### config.mk
export PLATFORM = sky130hd
export DESIGN_NAME = tfn_norm
export DESIGN_NICKNAME = d
export VERILOG_FILES = /design/src/rtl/tfn_pkg.sv /design/src/rtl/tfn_norm.sv
export SDC_FILE = /design/constraint.sdc
export NUM_CORES = 1
export LEC_CHECK = 0
export ABC_CLOCK_PERIOD_IN_PS = 8400
export CAP_MARGIN = 20
export CORE_AREA = 2 2 152 154
export CTS_CLUSTER_DIAMETER = 40
export CTS_CLUSTER_SIZE = 40
export DETAILED_ROUTE_END_ITERATION = 12
export DIE_AREA = 0 0 154 156
export DONT_BUFFER_PORTS = 1
export GPL_TIMING_DRIVEN = 0
export HOLD_SLACK_MARGIN = 0.15
export PLACE_DENSITY_LB_ADDON = 0.08
export REMOVE_ABC_BUFFERS = 1
export SLEW_MARGIN = 30
export SYNTH_ARGS = -nofsm -noshare
export SYNTH_HDL_FRONTEND = slang
export SYNTH_SLANG_ARGS = --single-unit
export TNS_END_PERCENT = 30
### constraint.sdc
create_clock -name aclk -period 8.4 [get_ports aclk]
set_clock_uncertainty 0.05 [all_clocks]
set_input_delay 1.68 -clock aclk [delete_from_list [all_inputs] [get_ports aclk]]
set_output_delay 1.68 -clock aclk [all_outputs]
set_load 0.05 [all_outputs]
### src/rtl/tfn_pkg.sv
// Package for the triangle face normal block: sizes, widths, request codes and index helpers.
// Used by tfn_norm and triangle_face_normal; depends on nothing.
`default_nettype none
package tfn_pkg;

    localparam int VERTEX_COUNT = 4096;
    localparam int ADDR_W       = $clog2(VERTEX_COUNT);
    localparam int INDEX_W      = 12;
    localparam int COORD_W      = 16;
    localparam int VERTEX_W     = 3 * COORD_W;
    localparam int EDGE_W       = COORD_W + 1;
    localparam int CROSS_W      = 36;
    localparam int MAG_W        = 34;
    localparam int SQ_W         = 68;
    localparam int QUO_W        = 31;
    localparam int COMP_W       = 16;

    localparam logic OP_LOAD = 1'b0;
    localparam logic OP_FACE = 1'b1;

    function automatic logic index_ok(input logic [INDEX_W-1:0] idx);
        logic [31:0] wide;
        wide = {{(32-INDEX_W){1'b0}}, idx};
        return wide < 32'(VERTEX_COUNT);
    endfunction

    function automatic logic [ADDR_W-1:0] index_addr(input logic [INDEX_W-1:0] idx);
        logic [31:0] wide;
        wide = {{(32-INDEX_W){1'b0}}, idx};
        return wide[ADDR_W-1:0];
    endfunction

endpackage
`default_nettype wire

### src/rtl/tfn_norm.sv
// Normalizes one cross product component: restoring division of the scaled square
// by the squared length, then a digit-by-digit square root, sharing one subtractor.
// Depends on tfn_pkg.
`default_nettype none
module tfn_norm import tfn_pkg::*; (
    input  logic                     aclk,
    input  logic                     aresetn,
    input  logic                     start,
    input  logic [SQ_W-1:0]          sq,
    input  logic [SQ_W-1:0]          sum,
    input  logic                     neg,
    output logic                     done,
    output logic signed [COMP_W-1:0] comp
);

    localparam logic [1:0] N_IDLE = 2'd0;
    localparam logic [1:0] N_DIV  = 2'd1;
    localparam logic [1:0] N_SQRT = 2'd2;

    logic [1:0]            state_reg, state_next;
    logic [4:0]            cnt_reg;
    logic [SQ_W:0]         rem_reg;
    logic [QUO_W-1:0]      quo_reg;
    logic [31:0]           d_reg;
    logic [19:0]           srem_reg;
    logic [16:0]           root_reg;
    logic                  neg_reg;
    logic                  done_reg;
    logic signed [COMP_W-1:0] comp_reg;

    logic [SQ_W:0]         div_trial;
    logic [19:0]           sqrt_trial;
    logic [SQ_W:0]         sub_a, sub_b;
    logic [SQ_W+1:0]       diff;
    logic                  ge;
    logic [QUO_W-1:0]      quo_next;
    logic [16:0]           root_next;
    logic [17:0]           rounded;
    logic [COMP_W-1:0]     mag;

    always_comb begin
        div_trial  = (cnt_reg == 5'd0) ? rem_reg : {rem_reg[SQ_W-1:0], 1'b0};
        sqrt_trial = {srem_reg[17:0], d_reg[31:30]};
        if (state_reg == N_SQRT) begin
            sub_a = {{(SQ_W-19){1'b0}}, sqrt_trial};
            sub_b = {{(SQ_W-17){1'b0}}, root_reg[15:0], 2'b01};
        end else begin
            sub_a = div_trial;
            sub_b = {1'b0, sum};
        end
        diff      = {1'b0, sub_a} - {1'b0, sub_b};
        ge        = ~diff[SQ_W+1];
        quo_next  = {quo_reg[QUO_W-2:0], ge};
        root_next = {root_reg[15:0], ge};
        rounded   = {1'b0, root_next} + 18'd1;
        mag       = rounded[16:1];
    end

    always_comb begin
        state_next = state_reg;
        case (state_reg)
            N_IDLE: begin
                if (start) begin
                    state_next = N_DIV;
                end
            end
            N_DIV: begin
                if (cnt_reg == 5'(QUO_W - 1)) begin
                    state_next = N_SQRT;
                end
            end
            N_SQRT: begin
                if (cnt_reg == 5'd15) begin
                    state_next = N_IDLE;
                end
            end
            default: state_next = N_IDLE;
        endcase
    end

    always_ff @(posedge aclk) begin
        if (!aresetn) begin
            state_reg <= N_IDLE;
            cnt_reg   <= 5'd0;
            done_reg  <= 1'b0;
        end else begin
            state_reg <= state_next;
            done_reg  <= (state_reg == N_SQRT) && (cnt_reg == 5'd15);
            if (state_next != state_reg) begin
                cnt_reg <= 5'd0;
            end else if (state_reg != N_IDLE) begin
                cnt_reg <= cnt_reg + 5'd1;
            end
        end
    end

    always_ff @(posedge aclk) begin
        case (state_reg)
            N_IDLE: begin
                if (start) begin
                    rem_reg  <= {1'b0, sq};
                    quo_reg  <= '0;
                    neg_reg  <= neg;
                end
            end
            N_DIV: begin
                rem_reg <= ge ? diff[SQ_W:0] : div_trial;
                quo_reg <= quo_next;
                if (cnt_reg == 5'(QUO_W - 1)) begin
                    d_reg    <= {1'b0, quo_next};
                    srem_reg <= '0;
                    root_reg <= '0;
                end
            end
            N_SQRT: begin
                srem_reg <= ge ? diff[19:0] : sqrt_trial;
                root_reg <= root_next;
                d_reg    <= {d_reg[29:0], 2'b00};
                if (cnt_reg == 5'd15) begin
                    comp_reg <= neg_reg ? -$signed(mag) : $signed(mag);
                end
            end
            default: begin
            end
        endcase
    end

    assign done = done_reg;
    assign comp = comp_reg;

endmodule
`default_nettype wire

# Word-level counts from Yosys, hierarchy flattened

Cells that the tools add are included.
Widths: inputs -> output; s select.

Input port bits: 140
Logic and storage cells: 54
Output and inout port bits: 17
Register bits after elaboration: 190

Mux-type cells: 20
Eq/ne operators: 7
$add $sub $neg: 4
Reductions and logical operators: 11
Bitwise gates (word level): 2

Operators by type and width:

| operator              | number |
|---|---|
| $mux 69               | 4 |
| $pmux 69 s2           | 1 |
| $sub 69x68->70        | 1 |
| $mux 68               | 1 |
| $pmux 32 s2           | 1 |
| $pmux 30 s2           | 1 |
| $mux 18               | 2 |
| $pmux 18 s2           | 1 |
| $mux 16               | 2 |
| $mux 32               | 1 |
| $pmux 16 s2           | 1 |
| $mux 30               | 1 |
| $add 17x1->17 const B | 1 |
| $neg 16->16           | 1 |
| $reduce_and 2->1      | 4 |
| $mux 2                | 3 |
| $pmux 2 s3            | 1 |
| $reduce_bool 2->1     | 3 |
| $add 5x1->5 const B   | 1 |
| $eq 5x4->1 const B    | 1 |
| $eq 5x5->1 const B    | 1 |
| $logic_not 5->1       | 1 |
| $ne 2x2->1 const B    | 2 |
| $eq 2x1->1 const B    | 1 |
| 6 further kinds       | 7 |

# Logic depth before layout (Yosys ltp)

Gate-level depths: netlist (run 1).

Word-level depth: 8
Depth in mapped cells: 31
Gate-level depth less buffers: 25

# Least setup slack after synthesis (run 1)

No wires, ideal clock.

Path kind: register to register
Start: register cnt_reg[0]
End: register comp_reg[12] (netlist: comp[12]) (data pin)
Setup time: 0.260 ns
Stages on the path, launching flop included: 32
Period minus slack after synthesis: 6.648 ns
Buffers on the path: 8
Data required time: 8.090 ns
Slack: 1.752 ns
Data arrival time: 6.338 ns
Path through: dfxtp_1 inv_1 ha_1 nor4b_1 buf_2 buf_1 buf_1 mux2i_1 a21oi_1 ha_1 clkbuf_1 nand2_1 nor2_1 nand3_1 or3_1 o22ai_1 a211oi_2 inv_2 buf_2 buf_1 buf_1 ha_1 nand3_1 or3_1 clkbuf_1 nor2_1 nand4_1 o31ai_1 o2111ai_1 mux2i_1 a22oi_1 xnor2_1

Word-level cells in the longest chain between the ends: 8

Ends and longest elaborated chain:

| element                | RTL line        | source |
|---|---|---|
| start, declared        | tfn_norm.sv:21  | `logic [4:0] cnt_reg;` |
| start signal, assigned | tfn_norm.sv:92  | `cnt_reg <= cnt_reg + 5'd1;` |
| $logic_not 5->1 *      | tfn_norm.sv:42  | `div_trial = (cnt_reg == 5'd0) ? rem_reg : {rem_reg[SQ_W-1:0], 1'b0};` |
| $mux 69 *              | tfn_norm.sv:42  |  |
| $mux 69 *              | tfn_norm.sv:44  | `if (state_reg == N_SQRT) begin` |
| $sub 69x68->70 *       | tfn_norm.sv:51  | `diff = {1'b0, sub_a} - {1'b0, sub_b};` |
| $not 1->1 *            | tfn_norm.sv:52  | `ge = ~diff[SQ_W+1];` |
| named net ge           | tfn_norm.sv:35  | `logic ge;` |
| $add 17x1->17 *        | tfn_norm.sv:55  | `rounded = {1'b0, root_next} + 18'd1;` |
| $neg 16->16            | tfn_norm.sv:120 | `comp_reg <= neg_reg ? -$signed(mag) : $signed(mag);` |
| $mux 16 *              | tfn_norm.sv:120 |  |
| end signal, assigned   | tfn_norm.sv:120 |  |
| end, declared          | tfn_norm.sv:29  | `logic signed [COMP_W-1:0] comp_reg;` |

The timed path passes the listed nets; every way through them passes the cells marked *.
A chain may end at the register's enable or synchronous reset.

# Final worst setup path (run 1)

Start: register cnt_reg[0]
End: register comp_reg[12] (netlist: comp[12]) (data pin)

Word-level cells in the longest chain between the ends: 8

Ends and longest elaborated chain:

| element           | RTL line |
|---|---|
| $logic_not 5->1 * | tfn_norm.sv:42 |
| $mux 69 *         | tfn_norm.sv:42 |
| $mux 69 *         | tfn_norm.sv:44 |
| $sub 69x68->70 *  | tfn_norm.sv:51 |
| $not 1->1 *       | tfn_norm.sv:52 |
| $add 17x1->17 *   | tfn_norm.sv:55 |
| $neg 16->16       | tfn_norm.sv:120 |
| $mux 16 *         | tfn_norm.sv:120 |

Mark *: on every way between the ends. The rest lies on a longest branch, timed or not.

==> metrics, run 1 <==
CP max stage cell=or3_4; port bufs=0; drt drc=0; Yosys cell types=65; Comb pwr share=0.440; Switch Pwr=1480 uW; die area=24000 um2; RSZ-0062 raised after global routing=no; number of vias per cell=roughly 6.2; Die X=roughly 150 um; initial antenna violation count=1; worst hold start=d_reg[20]; hold_buf cts=0; Setup CP Type=reg2reg; core area=22400 um2; drt initial violations=approximately 880; register area share after synthesis=0.395; Post-DRT Antenna Nets=0; Final Util=0.699; Clock power frac=0.238; largest net degree at the start of global routing=66; CTS Sinks=190; fin crit period=7990 ps; share of layout cells above drive strength 1=0.0646; final hold violations=0; Crit. Startpoint=cnt_reg[0]; initial core utilization=0.637; IO Pins=around 160; power per cell area=238 nW/um2; vias after detailed routing=11938; placed inst area=about 15000 um2; fin worst setup slack=410 ps; CP Capture Type=flip-flop; Rows=55; worst slack at placement=-475 ps; Synth Instances=1660; sw frac=0.397; CP bufs+invs=13; worst path required time=between 8000 and 9000 ps; Worst-Margin Slew=roughly 770 ps; Critical R2R Capture=comp[12]; Yosys warning total=0; Internal Power=2250 uW; flops & latches, synth=190; grt ovf=0; global-route wire length before repair=55.8 mm; Worst R2R Path Depth=34; hold crit path type=reg2reg; cts bufs inserted=17; Peak supply drop=0.138 mV; Critical Path Most Common Cell=buf_2; number of cells on the critical path=34; die height=156 um; outcome=finished clean; Critical Path Start Type=flip-flop; Largest stage delay, worst path=about 450 ps; reg-to-reg slack, setup=410 ps; Leakage=0.00657 uW; syn_area_per_cell=between 8 and 9 um2; Slew Limit Fails=0; Avg WL per Cell=18.2 um; worst hold slack=about 460 ps; max_slew headroom=0.484; Initial DRT Pass Iterations=5; Final setup viols=0; design area=15600 um2; final net count=1828; clk root buf=clkbuf_16; Max Clk Rate=0.125 GHz; Routed WL=34.7 mm; FF-to-FF Start=cnt_reg[0]; vias in the first global route=approximately 11000; crit path to=comp[12]; max-cap check violation count=0; Seq pwr share=0.322; Post-synth EDFFs=about 180; CTS tree=yes; clock tree buffer depth=2; Clk pin slew, worst setup/hold paths=80 ps; gp weighted congestion=0.898; Critical Path AT=slightly above 8000 ps; fin crit share=0.951; crit path max fanout=66; DPL Wire Length=25.4 mm; Crit path max-delay family=buffers and inverters; H-tree levels=4; Fillers=1727; Clk Latency, worst-skew pair=about 450 ps; area added between synthesis and finish=9.79%; Async S/R FF share, synth=0; max reg flops=69; ys flop type=edfxtp_1; GRT Util Overall=0.287; Mapped Area=14200 um2; total power draw=approximately 3700 uW
[placed cells by master, fill, tap and decap left out, types with 47 or more instances in the layout]
cell      netlist  layout
a21oi_1       168     168
ha_1           74      72
mux2i_1        75      75
nand2_1       276     275
o21ai_0       114     113
xnor2_1        55      55
edfxtp_1      182     182
and2_1         47      47
nor2_1        175     172
[metal layers]
layer  global-route usage  share of wire  vias up  wire [um]
met2                0.493           0.48      384      16700
met4               0.0748          0.015        0        520
li1                     -              -     5863          -
met3               0.0436          0.062       44       2160
met5                    0              0        -          0
met1                0.382           0.44     5647      15400
[final cells by class]
cell class / instances / area (um2) / area share
multi-input combinational: 1336 / 8200 / 0.524
sequential: 190 / 5630 / 0.360
timing repair buffer: 42 / 676 / 0.0432
clock buffer: 17 / 425 / 0.0272
tap: 285 / 357 / 0.0228
clock inverter: 15 / 236 / 0.0151
inverter: 26 / 114 / 0.00728
antenna: 1 / 2.50 / 0.000160
[cells in the mapped netlist (4+ instances only)]
cell type  instances  area (um2)
and4_1             4        35.0
a21oi_1          168         841
nor2b_1           19         119
and3_1            18         113
ha_1              74         926
clkbuf_1          88         330
nand2_1          276        1040
nand3_1           26         130
o21bai_1           8        60.1
nand2b_1          12        75.1
mux2i_1           75         751
nor3_1            19        95.1
a311oi_1           4        35.0
a41oi_1            5        43.8
o31ai_1           10        75.1
o21ai_0          114         571
o21a_1            25         188
nor2_1           175         657
edfxtp_1         182        5470
a22oi_1            5        37.5
xor2_1            33         289
buf_1             17        63.8
a211oi_1           8        60.1
inv_1             25        93.8
a21boi_0           5        37.5
o211ai_1          19         143
xnor2_1           55         482
dfxtp_1            8         160
or2_2              8        50.1
a31oi_1           16         100
or3_1              9        56.3
a211o_1            4        35.0
and2_1            47         294
a21o_1            33         248
nand4_1           19         119
a2111oi_0          4        35.0
[cells by family after synthesis]
group,Yosys count,share of synthesized area
buffers and inverters,134,0.0356
multiplexers,78,0.0551
flip-flops,190,0.395
AND/OR/NAND/NOR,638,0.198
adder cells (fa/ha/maj),75,0.0664
XOR/XNOR,88,0.0541
AO/OA/AOI/OAI,457,0.196
[per-stage QoR]
| stage | instances | setup TNS [ps] |
|---|---|---|
| floorplan | 1552 | -888560 |
| global placement | 1837 | -2069660 |
| detailed placement | 1877 | -1230 |
| CTS | 1910 | 0 |
| global route | 1912 | 0 |
| finish | 1912 | 0 |
[timing repair]
action / in CTS / in global routing
endpoints found under the setup margin: 5 / 5
setup buffers: 1 / 0
gates resized for setup: 3 / 8
gates cloned: 0 / 1
[how the worst min path moves through the flow]
| stage | to | slack, ps | cells past startpoint |
|---|---|---|---|
| 4_1_cts | d_reg[17] | 470 | 2 |
| 3_5_place_dp | d_reg[17] | 440 | 2 |
| 6_report | d_reg[22] | 460 | 2 |
| 2_1_floorplan | cnt_reg[1] | 430 | 2 |
| 5_1_grt | d_reg[5] | 500 | 2 |
| 3_3_place_gp | d_reg[16] | 440 | 2 |
[tightest hold or removal path: cells and delay by family (launching register included)]
| kind | cells | cell delay [ps] |
|---|---|---|
| flops | 1 | 330 |
| simple gates | 2 | 80 |
[power by group through the flow]
| stage | clock, uW | sequential, uW | combinational (uW) |
|---|---|---|---|
| 6_report | 887 | 1200 | 1640 |
| 3_3_place_gp | 0 | 1220 | 1540 |
| 3_5_place_dp | 0 | 1220 | 1570 |
| 5_1_grt | 926 | 1210 | 1820 |
| 4_1_cts | 896 | 1200 | 1590 |
| 2_1_floorplan | 0 | 1200 | 1230 |
Note: power is estimated with default switching activity, not from simulation.
==> run 2, diff against run 1 <==
ABC_AREA = 1   (was not set)
CORE_AREA = 2 2 158 160   (was 2 2 152 154)
CTS_CLUSTER_DIAMETER = 30   (was 40)
DIE_AREA = 0 0 160 162   (was 0 0 154 156)
SKIP_LAST_GASP = 1   (was not set)
==> run 2 against run 1 <==
  * Clock power grew 2.9%
  * Wire length grew 23%
  * Sequential cell count is the same
  * First-iteration DRC count grew 41%
  * Sequential power is essentially flat
  * Largest cell class unchanged
  * Synthesized area grew 8.3%
==> metrics, run 2 <==
fin worst setup slack=1550 ps (+1140 ps); drt drc=0 (unchanged); Leakage=0.00732 uW (+11%); Post-CTS Resized=0 (-3); Yosys warning total=0 (unchanged); Clk Latency, worst-skew pair=460 ps (about the same); initial core utilization=0.640 (+0.00281); share of layout cells above drive strength 1=0.0514 (-0.0132); final net count=2344 (+28%); Synth Area in XOR/XNOR=0.0369 (-0.0172); port bufs=0 (unchanged); Peak supply drop=0.157 mV (+13%); mux cell area share after synthesis=0.00260 (-0.0525); # placed instances=2434 (+30%); power per cell area=214 nW/um2 (-10%); Clk pin slew, worst setup/hold paths=90 ps (about the same); Critical Path Most Common Cell=nand2_1; max reg flops=69 (unchanged); Avg WL per Cell=17.4 um (-4.4%); drt initial violations=1240 (+41%); Async S/R FF share, synth=0 (unchanged); Slew Limit Fails=0 (unchanged); Worst-Margin Slew=869 ps (+102 ps); global-route wire length before repair=68.4 mm (+22%); Clock power frac=0.259 (+0.021); post-synthesis simple-gate area fraction=0.272 (+0.0741); number of vias per cell=5.77 (-7.5%); post-synthesis compound-gate area fraction=0.174 (-0.0217); clock tree buffer depth=2 (unchanged); initial antenna violation count=0 (-1); sw frac=0.423 (+0.0263); H-tree levels=4 (unchanged); Post-DRT Antenna Nets=0 (unchanged); non-filler cells, final=2466 (+29%); DPL Wire Length=32.4 mm (+28%); most frequent cell after synthesis=nand2_1; worst hold slack=472 ps (+11.2 ps); Final Util=0.683 (-0.0161); final hold violations=0 (unchanged); RSZ-0062 raised after global routing=no; Setup Buffers After CTS=0 (-1); Largest stage delay, worst path=640 ps (+190 ps); dominant cell type by area after synthesis=edfxtp_1; Switch Pwr=1490 uW (+1.0%); register area share after synthesis=0.365 (-0.0301); Post-synth top cells=nand2_1, nor2_1, inv_1; CTS tree=yes; Yosys cell types=54 (-17%); fin crit share=0.815 (-0.136); combinational family with the most area after synthesis=simple AND/OR/NAND/NOR gates; ys flop type=edfxtp_1; antenna cell count=0 (-1); vias in the first global route=13813 (+22%); crit path max fanout=73 (+11%); max-cap check violation count=0 (unchanged); fin crit period=6850 ps (-1140 ps); Mapped Area=15400 um2 (+8.3%); Critical Path Start Type=flip-flop; hold path depth=2 (unchanged); GRT Util Overall=0.329 (+0.0420); total power draw=3530 uW (-5.3%); grt ovf=0 (unchanged); flops & latches, synth=190 (unchanged); Synth Area in Adders=0.0613 (-0.00507); core area=24100 um2 (+7.8%); Worst R2R Path Depth=33 (-2.9%); clk root buf=clkbuf_16; CTS Sinks=190 (unchanged); Internal Power=2030 uW (-9.4%); Rows=57 (+3.6%); worst path required time=8570 ps (+20 ps); cts bufs inserted=17 (unchanged); hold_buf cts=0 (unchanged); worst slack at placement=1660 ps (+2140 ps); Seq pwr share=0.332 (+0.010); outcome=finished clean; Routed WL=42.8 mm (+23%); commonest cells after routing, fill and taps aside=nand2_1, nor2_1, inv_1; area added between synthesis and finish=6.78%; CP max stage cell=nand2_4; hold crit path type=reg2reg; most common cell after layout, fill and taps aside=nand2_1; Synth Instances=2178 (+31%); vias after detailed routing=14241 (+19%); Die X=160 um (+3.9%); syn_area_per_cell=7.08 um2 (-17%); Comb pwr share=0.410 (-0.030); IO Pins=157 (unchanged); Initial DRT Pass Iterations=5 (unchanged); gp weighted congestion=0.963 (+7.2%); Setup CP Type=reg2reg; die area=25900 um2 (+7.9%); Yosys top cell area share=0.354 (-0.0293); Critical Path AT=7020 ps (-1120 ps); Max Clk Rate=0.146 GHz (+17%); Post-synth EDFFs=182 (unchanged); Final setup viols=0 (unchanged); max_slew headroom=0.421 (-0.0627); CP Capture Type=flip-flop; largest net degree at the start of global routing=90 (+36%); Synth area leaders=edfxtp_1, nand2_1, nor2_1; die height=162 um (+3.8%)
run 2: cell families (layout without fill, tap and decap cells):
| group | Yosys count | after routing |
|---|---|---|
| simple gates | 1011 | 1011 |
| fa+ha+maj | 75 | 75 |
| mux | 4 | 4 |
| flops | 190 | 190 |
| buf+inv | 357 | 321 |
| xor+xnor | 65 | 65 |
| compound gates | 476 | 476 |
run 2: final cells by class:
cell class              instances  area (um2)
repair buffers                 10         245
inverters                     279        1060
clock buffers                  17         425
fillers                      2117        7640
clock inverters                15         226
flip-flops and latches        190        5630
multi-input cells            1631        8470
well taps                     324         405
run 2: routing by layer:
| layer | GRT usage | vias up | part of all wire |
|---|---|---|---|
| met5 | 0 | - | 0 |
| met4 | 0.118 | 0 | 0.033 |
| met3 | 0.0421 | 95 | 0.049 |
| met2 | 0.596 | 431 | 0.50 |
| met1 | 0.405 | 6582 | 0.42 |
| li1 | - | 7133 | - |
run 2: power by group through the flow:
stage	combinational [uW]	clock [uW]	sequential, uW
floorplan	1050	0	1190
global placement	1380	0	1200
detailed placement	1410	0	1190
CTS	1430	913	1170
global route	1610	943	1180
finish	1450	913	1170
run 2: worst paths after layout:
| check | from | endpoint | slack, ps |
|---|---|---|---|
| worst max-delay path | cnt_reg[0] | comp[12] | 1550 |
| worst min-delay path | d_reg[28] | d_reg[30] | 470 |
| worst max register to register | cnt_reg[0] | comp[12] | 1550 |
| worst min register to register | d_reg[28] | d_reg[30] | 470 |
run 2: critical path, delay by kind of cell (launching register included):
family / cells / cell delay, ps
and+or+nand+nor: 23 / 3990
adders and majority gates: 3 / 880
buffers and inverters: 4 / 670
DFF: 1 / 390
xor gates and xnor gates: 1 / 330
AOI/OAI and AO/OA: 2 / 240
run 2: metrics by stage:
stage / setup TNS [ps] / area (um2)
4_1_cts: 0 / 16500
6_report: 0 / 16500
3_5_place_dp: 0 / 15800
2_1_floorplan: -2250 / 15100
5_1_grt: 0 / 16500
3_3_place_gp: -672520 / 15500
==> run 3, diff against run 2 <==
ABC_AREA = 0   (was 1)
ABC_CLOCK_PERIOD_IN_PS = 5700   (was 8400)
CORE_AREA = 2 2 159 161   (was 2 2 158 160)
DIE_AREA = 0 0 161 163   (was 0 0 160 162)
clock period = 5.7 ns   (was 8.4 ns; I/O delays follow)
==> run 3 against run 2 <==
  * The run now ends with negative setup slack left
  * Sequential cell count did not move
  * First-iteration DRC count fell by 19%
  * Utilization fell by 1.1 points
  * Die area rose by 1.2%
  * Critical path type unchanged
  * Largest cell class unchanged
==> metrics, run 3 (synthesis gave the netlist of run 1 again) <==
outcome=complete, but fails checks; failing checks=negative setup slack; Critical Path AT=5850 ps (-1170 ps); Critical R2R Capture=comp[12]; FF-to-FF Start=cnt_reg[1]; area added between synthesis and finish=16.3%; cts bufs inserted=17 (unchanged); CTS Sinks=190 (unchanged); Max Clk Rate=0.175 GHz (+20%); reg-to-reg slack, setup=-8 ps (-1560 ps); fin crit period=5710 ps (-1140 ps); Setup CP Type=reg2reg; port bufs=0 (unchanged); CP max stage cell=or3_4; initial antenna violation count=0 (unchanged); clk root buf=clkbuf_16; Routed WL=37.6 mm (-12%); worst path required time=5840 ps (-2730 ps); max-cap check violation count=0 (unchanged); global-route wire length before repair=59.7 mm (-13%); die height=163 um (+0.62%); Largest stage delay, worst path=450 ps (-190 ps); Clk pin slew, worst setup/hold paths=90 ps (about the same); Initial DRT Pass Iterations=5 (unchanged); DPL Wire Length=25.8 mm (-20%); drt initial violations=1001 (-19%); final hold violations=0 (unchanged); Slew Limit Fails=0 (unchanged); most common cell after layout, fill and taps aside=nand2_1; Peak supply drop=0.206 mV (+31%); fin crit share=1.00 (+0.186); worst slack at placement=-2770 ps (-4430 ps); CP bufs+invs=10 (+6); Post-DRT Antenna Nets=0 (unchanged); worst hold start=d_reg[2]; Leakage=0.00685 uW (-6.4%); fin worst setup slack=-7.91 ps (-1560 ps); power per cell area=348 nW/um2 (+63%); GRT Util Overall=0.284 (-0.0454); vias in the first global route=11553 (-16%); Rows=58 (+1.8%); clock tree buffer depth=2 (unchanged); gp weighted congestion=0.901 (-6.4%); max_slew headroom=0.573 (+0.152); RSZ-0062 raised after global routing=yes; H-tree levels=4 (unchanged); Worst R2R Path Depth=31 (-6.1%); hold crit path type=reg2reg; vias after detailed routing=12208 (-14%); Die X=161 um (+0.63%); grt ovf=0 (unchanged); Avg WL per Cell=18.8 um (+8.0%); max reg flops=69 (unchanged); Crit path max-delay family=simple AND/OR/NAND/NOR gates; CTS tree=yes; number of vias per cell=6.09 (+5.4%); placed inst area=14900 um2 (-5.7%); drt drc=0 (unchanged); final net count=1877 (-20%); Fillers=2032 (-4.0%); largest net degree at the start of global routing=59 (-34%); crit path max fanout=6 (-92%); Critical Path Most Common Cell=buf_6; CP Capture Type=flip-flop; hold path depth=2 (unchanged); core area=24700 um2 (+2.4%); IO Pins=157 (unchanged); commonest cells after routing, fill and taps aside=nand2_1, edfxtp_1, nor2_1; Final setup viols=1 (+1); Worst-Margin Slew=640 ps (-229 ps); initial core utilization=0.577 (-0.0624); setup_tns=-7.91 ps (-7.91 ps); Clk Latency, worst-skew pair=450 ps (about the same); antenna cell count=0 (unchanged); design area=16600 um2 (+0.64%); Min-Delay Endpoint=d_reg[4]; Critical Path Start Type=flip-flop; die area=26200 um2 (+1.2%); share of layout cells above drive strength 1=0.128 (+0.0764)
run 3: cell types whose count changed in the layout (fill, tap and decap cells not counted), sizes merged, moves of 43 or more:
cell / delta
nand2: -325
inv: -252
nor2: -111
o21ai: -81
buf: +74
mux2i: +71
and2: +47
xnor2: +43
run 3: how the worst max path moves through the flow:
stage | endpoint | startpoint | cells after the start | slack, ps
after floorplan | comp[12] | cnt_reg[0] | 25 | -12030
after global placement | comp[12] | cnt_reg[0] | 19 | -19750
after detailed placement | comp[12] | cnt_reg[0] | 34 | -2770
after CTS | comp[12] | cnt_reg[0] | 34 | -250
after global routing | rem_reg[63] | cnt_reg[1] | 23 | -310
final | comp[12] | cnt_reg[1] | 31 | -8
run 3: what timing repair did:
action,CTS,global route
setup endpoints to repair,103,31
resized for setup,73,58
cloned,5,0
setup buffers,40,11
hold buffers,0,0
pin swaps,31,26
run 3: worst reg2reg max path, delay by kind of cell, from the launching register on:
kind	cells	cell delay, ps
and+or+nand+nor	9	1900
xor gates and xnor gates	1	170
buffers and inverters	10	1190
AOI/OAI and AO/OA	6	750
muxes	2	440
adders and majority gates	3	590
DFF	1	360
run 3: where the power goes:
part	switching [uW]	total, uW	internal [uW]
clock	681	1310	625
sequential	76.3	1770	1700
combinational	1560	2690	1130
run 3: stage by stage:
| stage | std cells | hold slack [ps] | total power [uW] | utilization |
|---|---|---|---|---|
| detailed placement | 1921 | 443 | 4110 | 0.604 |
| floorplan | 1552 | 427 | 3590 | - |
| finish | 2005 | 452 | 5770 | 0.672 |
| global route | 2005 | 482 | 6130 | 0.672 |
| CTS | 1998 | 461 | 5680 | 0.660 |
| global placement | 1882 | 438 | 4080 | 0.577 |
run 3: area by class of cell:
cell class | count | area, um2 | share of cell area
sequential | 190 | 5630 | 0.340
clock inverter | 15 | 229 | 0.0138
timing repair inverter | 2 | 17.5 | 0.00106
multi-input combinational | 1337 | 8640 | 0.521
timing repair buffer | 88 | 1100 | 0.0661
tap | 330 | 413 | 0.0249
clock buffer | 17 | 425 | 0.0257
inverter | 26 | 116 | 0.00702
run 3: metal layers:
metal / part of all wire / routed length (um) / global-route usage / up-vias
li1: - / - / - / 5982
met1: 0.44 / 16400 / 0.385 / 5763
met2: 0.48 / 18000 / 0.474 / 401
met3: 0.061 / 2290 / 0.0410 / 62
met4: 0.024 / 917 / 0.0864 / 0
met5: 0 / 0 / 0 / -
